$ cat src/hdl/sorted_deadline_timer_queue_assert.svh
// Assertion macros shared by the timer queue RTL.
`ifndef SORTED_DEADLINE_TIMER_QUEUE_ASSERT_SVH
`define SORTED_DEADLINE_TIMER_QUEUE_ASSERT_SVH

// Same-cycle implication, sampled on clk, off while arst_n is low.
`define SDTQ_ASSERT_IMPL(label, ante, cons) \
	label: assert property (@(posedge clk) disable iff (!arst_n) (ante) |-> (cons)) \
		else $error("timer queue assertion failed");

// Next-cycle implication, sampled on clk, off while arst_n is low.
`define SDTQ_ASSERT_NEXT(label, ante, cons) \
	label: assert property (@(posedge clk) disable iff (!arst_n) (ante) |=> (cons)) \
		else $error("timer queue assertion failed");

`endif

$ cat src/hdl/sdtq_pkg.sv
// Shared codes and types of the sorted deadline timer queue.
package sdtq_pkg;

	// Fixed port widths.
	localparam int CMD_W     = 2;
	localparam int TIMEOUT_W = 24;
	localparam int HANDLE_W  = 4;
	localparam int KIND_W    = 2;

	// Command codes.
	localparam logic [CMD_W-1:0] CMD_TICK    = 2'd0;
	localparam logic [CMD_W-1:0] CMD_INSTALL = 2'd1;
	localparam logic [CMD_W-1:0] CMD_REMOVE  = 2'd2;

	// Result kinds.
	localparam logic [KIND_W-1:0] KIND_EXPIRED   = 2'd0;
	localparam logic [KIND_W-1:0] KIND_INSTALLED = 2'd1;
	localparam logic [KIND_W-1:0] KIND_FULL      = 2'd2;
	localparam logic [KIND_W-1:0] KIND_REMOVED   = 2'd3;

	// Operation broadcast to every cell of the chain.
	typedef enum logic [1:0] {
		CELL_HOLD,
		CELL_CMP,
		CELL_INS,
		CELL_DEL
	} cell_op_t;

	// Sequencer states.
	typedef enum logic [2:0] {
		ST_IDLE,
		ST_FIRE,
		ST_INS_CMP,
		ST_INS_SHIFT,
		ST_REM,
		ST_DONE
	} state_t;

endpackage

$ cat src/hdl/sdtq_cell.sv
// One cell of the sorted timer chain: holds one timer and shifts with its neighbors.
module sdtq_cell #(
	parameter int TW = 32,
	parameter int RW = 24,
	parameter int HW = 4
) (
	input  logic              clk,
	input  logic              arst_n,
	input  sdtq_pkg::cell_op_t op,
	input  logic              passed,
	input  logic              del_here,
	input  logic [TW-1:0]     ins_dl,
	input  logic [RW-1:0]     ins_rl,
	input  logic [HW-1:0]     ins_h,
	input  logic [TW-1:0]     prev_dl,
	input  logic [RW-1:0]     prev_rl,
	input  logic [HW-1:0]     prev_h,
	input  logic              prev_v,
	input  logic [TW-1:0]     next_dl,
	input  logic [RW-1:0]     next_rl,
	input  logic [HW-1:0]     next_h,
	input  logic              next_v,
	output logic [TW-1:0]     dl,
	output logic [RW-1:0]     rl,
	output logic [HW-1:0]     h,
	output logic              v,
	output logic              keep
);

	logic [TW-1:0] dl_q, dl_d;
	logic [RW-1:0] rl_q, rl_d;
	logic [HW-1:0] h_q, h_d;
	logic          v_q, v_d;
	logic          keep_q, keep_d;
	logic [TW-1:0] diff;

	// Keep this cell in place when it is strictly earlier than the new deadline.
	always_comb begin
		diff   = ins_dl - dl_q;
		keep_d = keep_q;
		dl_d   = dl_q;
		rl_d   = rl_q;
		h_d    = h_q;
		v_d    = v_q;
		unique case (op)
			sdtq_pkg::CELL_HOLD: begin
			end
			sdtq_pkg::CELL_CMP: begin
				keep_d = v_q && (diff != '0) && !diff[TW-1];
			end
			sdtq_pkg::CELL_INS: begin
				if (!passed) begin
					dl_d = prev_dl;
					rl_d = prev_rl;
					h_d  = prev_h;
					v_d  = prev_v;
				end else if (!keep_q) begin
					dl_d = ins_dl;
					rl_d = ins_rl;
					h_d  = ins_h;
					v_d  = 1'b1;
				end
			end
			sdtq_pkg::CELL_DEL: begin
				if (del_here) begin
					dl_d = next_dl;
					rl_d = next_rl;
					h_d  = next_h;
					v_d  = next_v;
				end
			end
			default: begin
			end
		endcase
	end

	always_ff @(posedge clk or negedge arst_n) begin
		if (!arst_n) begin
			v_q <= 1'b0;
		end else begin
			v_q <= v_d;
		end
	end

	always_ff @(posedge clk) begin
		dl_q   <= dl_d;
		rl_q   <= rl_d;
		h_q    <= h_d;
		keep_q <= keep_d;
	end

	assign dl   = dl_q;
	assign rl   = rl_q;
	assign h    = h_q;
	assign v    = v_q;
	assign keep = keep_q;

endmodule
$ cat config.mk
export PLATFORM = sky130hd
export DESIGN_NAME = sdtq_cell
export DESIGN_NICKNAME = d
export VERILOG_FILES = /design/src/hdl/sorted_deadline_timer_queue_assert.svh /design/src/hdl/sdtq_pkg.sv /design/src/hdl/sdtq_cell.sv
export SDC_FILE = /design/constraint.sdc
export NUM_CORES = 1
export LEC_CHECK = 0
export ABC_AREA = 1
export BUFFER_PORTS_ARGS = -buffer_cell sky130_fd_sc_hd__buf_2
export CORE_MARGIN = 5
export CORE_UTILIZATION = 50
export DETAILED_ROUTE_END_ITERATION = 10
export GPL_ROUTABILITY_DRIVEN = 0
export GPL_TIMING_DRIVEN = 1
export PLACE_DENSITY = 0.83
export SLEW_MARGIN = 20
export SYNTH_ARGS = -nofsm -noshare
export SYNTH_HDL_FRONTEND = slang
export SYNTH_SLANG_ARGS = --single-unit
$ cat constraint.sdc
create_clock -name clk -period 12.4 [get_ports clk]
set_input_delay 0.62 -clock clk [delete_from_list [all_inputs] [get_ports clk]]
set_output_delay 0.62 -clock clk [all_outputs]
set_load 0.01 [all_outputs]
==> metrics.md <==
| Metric | Value |
|---|---|
| RSZ-0062 raised after global routing | no |
| Maximum vdd drop | 0.0915 mV |
| Core Region | 0.0114 mm² |
| Worst reg2reg path depth | 16 |
| Pins Over Slew Limit | 0 |
| First DRT Iteration DRCs | 645 |
| Nets | between 1,000 and 1,500 |
| CTS Sinks | 62 |
| Synthesized flop and latch total | 62 |
| DRT Pass-1 Iters | 8 |
| Slew headroom | around 29% |
| CP Max Fanout | 4 |
| Critical path buffers and inverters | 1 |
| Critical Path Slowest Stage Cell | edfxtp_1 |
| Tot GR Track Use | 27.3% |
| CP dominant cell by count | nand2_1 |
| Clk slew on worst S/H paths | 60 ps |
| Residual DRC count | 0 |
| Static leakage | 0.00426 µW |
| Area leader, netlist | edfxtp_1 |
| Count of final setup violators | 0 |
| CTS Buf Count | 9 |
| Hold WC Path Type | input pin to async pin |
| Biggest cell delay along the critical path | 430 ps |
| Pin count of the biggest net entering global routing | 77 |
| Status | completed |
| CP endpoint kind | flip-flop |
| Largest buffer count on any clock path | 2 |
| Critical Path Start Type | flip-flop |
| Pwr/cell area | about 100 mW/mm² |
| Synthesized cell area | 0.00584 mm² |
| Maximum Capacitance Violations | 0 |
| Setup CP Type | flip-flop to flip-flop |
| Register area share after synthesis | a little under a third |
| Root Buffer | clkbuf_16 |
| Num rows | 39 |
| Initial antenna violation count | 5 |
| Final worst path period share | between 20% and 30% |
| Wire per inst | 15.0 µm |
| Detailed Place HPWL | ~16 mm |
| Clk_lat worst skew | ~330 ps |
| I/O pins | 250 |
| Top cells by area, synth | edfxtp_1, nand2_1, inv_1, nor2_1, ha_1 |
| Critical path required time | 12,480 ps |
| Via count | 6,886 |
| CP Cell Sequence | ha_1 -> fa_1 -> inv_1 -> nand2_1 -> nand2_1 -> nand3_1 -> nand2_1 -> nand2_1 -> nand3_1 -> nand2_1 -> nor2_1 -> nand2_1 -> nor2_1 -> nand4_1 -> nor2_1 -> nor2_1 |
| Vias in the first global route | 6,351 |
| Synth top area share | 31.3% |
| Fillers | around 1,100 |
| Synthesized Nets | 1,161 |
| DP Worst Slack | 9350 ps |
| Worst slew pin tran | around 1100 ps |
| Grt ovf | 0 |
| ANT nets after route | 0 |
| Final hold violations | 0 |
| CTS tree | done |
| Vias/cell | roughly 5.2 |
| Post-CTS Resized | 0 |
| H-tree depth reported by CTS | 3 |
| P&R area growth vs syn | 28.9% |
| Mapped Avg Cell Area | 6.21 µm² |
| Die Span Y | 118 µm |
| Post-Route WL | 19.9 mm |
| Share of layout cells above drive strength 1 | 25.0% |
| Top Family by Delay on Critical Path | simple AND/OR/NAND/NOR gates |
| Starting density of the core | 51.2% |
| Cts hold-fix bufs | 0 |
| Setup TNS | 0 ps |
| Critical path arrival | 2860 ps |
| Number of synthesis warnings | 0 |
| Distinct cell type count after synthesis | 31 |
| Slack of the critical path | approximately 9600 ps |
| FMAX | 0.360 GHz |
| Post-Syn Instances | 941 |
| Number of port buffers | 249 |
| Clock skew | 4.45 ps |
| First-pass GRT wire length | 31.0 mm |
| Die ar. | 0.0139 mm² |
| Final Power | 761 µW |
| Fin crit period | 2780 ps |
| Post-CTS setup buffer count | 0 |
| Crit. path cell count | 16 |
| Die width | 118 µm |
==> metal layers <==
layer / global-route usage [%] / up-vias / wire length [µm]
li1: - / 3467 / -
met1: 33.9 / 3017 / 7680
met2: 45.9 / 345 / 9820
met3: 6.82 / 53 / 1800
met4: 9.89 / 4 / 611
met5: 0 / - / 25
==> synthesized netlist by cell type <==
cell	count
a21oi_2	2
nor3_2	2
nor2_1	112
o21ai_0	5
a21oi_1	24
a31oi_1	60
nor4_1	1
nand2_2	7
nand2_1	367
nor2_2	8
o211ai_1	1
a21boi_1	1
edfxtp_1	61
ha_1	31
a21boi_0	1
nor3_1	1
buf_1	1
nor2_4	1
xor2_1	1
buf_2	1
clkinv_1	1
nand3_1	40
nand3_2	4
nand4_1	12
dfrtp_1	1
clkbuf_1	24
inv_2	4
nand3b_1	3
inv_1	161
fa_1	1
a21o_1	2
==> flip-flops by register name, summed over array words and instances, names as in the netlist <==
register,cells
keep,1
rl,24
h,4
dl,32
v,1
==> power breakdown <==
| group | internal, µW | total [µW] | leakage, µW | switching [µW] |
|---|---|---|---|---|
| Combinational | 96.4 | 256 | 0.00353 | 160 |
| Clock | 155 | 246 | 0.000136 | 91.0 |
| Sequential | 252 | 259 | 0.000590 | 6.82 |
| Total | 503 | 761 | 0.00426 | 258 |
==> layout make-up <==
type,count,area (µm²),area share [%]
Multi-Input combinational cell,687,3290,43.6
Sequential cell,62,1860,24.6
Timing Repair Buffer,252,1290,17.1
Inverter,166,623,8.27
Clock buffer,10,229,3.04
Tap cell,143,179,2.38
Clock inverter,6,62.6,0.830
Antenna cell,3,7.51,0.0997
==> worst paths after layout <==
path                                  from               to  slack [ps]
max                        dl[0]$_DFFE_PP_   keep$_DFFE_PN_        9620
min                                 arst_n    v$_DFFE_PN0P_          70
max reg2reg                dl[0]$_DFFE_PP_   keep$_DFFE_PN_        9620
min reg2reg                  v$_DFFE_PN0P_    v$_DFFE_PN0P_         670
max in group asynchronous           arst_n    v$_DFFE_PN0P_       12240
min in group clk                next_dl[0]  dl[0]$_DFFE_PP_         610
==> worst register-to-register path, cell delays in order, from the launching register on <==
cell and delay, ps:
edfxtp_1 430, ha_1 240, fa_1 390, inv_1 140, nand2_1 80, nand2_1 60
nand3_1 90, nand2_1 150, nand2_1 90, nand3_1 70, nand2_1 60, nor2_1 110
nand2_1 60, nor2_1 200, nand4_1 110, nor2_1 180, nor2_1 70
==> per-stage QoR <==
stage / utilization [%] / hold WS, ps / area [µm²] / std cells
CTS: 65.7 / 57.1 / 7500 / 1325
detailed placement: 63.1 / 405 / 7210 / 1309
floorplan: - / 324 / 5840 / 941
global route: 66.0 / 52.2 / 7530 / 1329
global placement: 63.1 / 399 / 7210 / 1309
finish: 66.0 / 65.5 / 7530 / 1329
==> cell usage in the layout (no fill, tap or decap), drive strengths merged <==
| master | n |
|---|---|
| fa | 1 |
| nand3b | 3 |
| nand2 | 374 |
| clkinvlp | 2 |
| nor4 | 1 |
| o211ai | 1 |
| a21o | 2 |
| bufinv | 1 |
| ha | 31 |
| a21oi | 26 |
| inv | 165 |
| o21ai | 5 |
| clkinv | 4 |
| nor2 | 121 |
| a21boi | 2 |
| buf | 252 |
| nand3 | 44 |
| nor3 | 3 |
| diode | 3 |
| a31oi | 60 |
| edfxtp | 61 |
| dfrtp | 1 |
| xor2 | 1 |
| nand4 | 12 |
| clkbuf | 10 |
==> kinds of logic (layout without fill, tap and decap cells) <==
kind of cell    count (synthesis)  in the layout  synth area share [%]
xor+xnor                        1              1                 0.150
simple gates                  558            558                  38.9
fa+ha+maj                      32             32                  6.98
flops                          62             62                  31.8
other cells                     0              3                     0
buf+inv                       192            434                  12.4
compound gates                 96             96                  9.85
(Power assumes the default switching activity.)
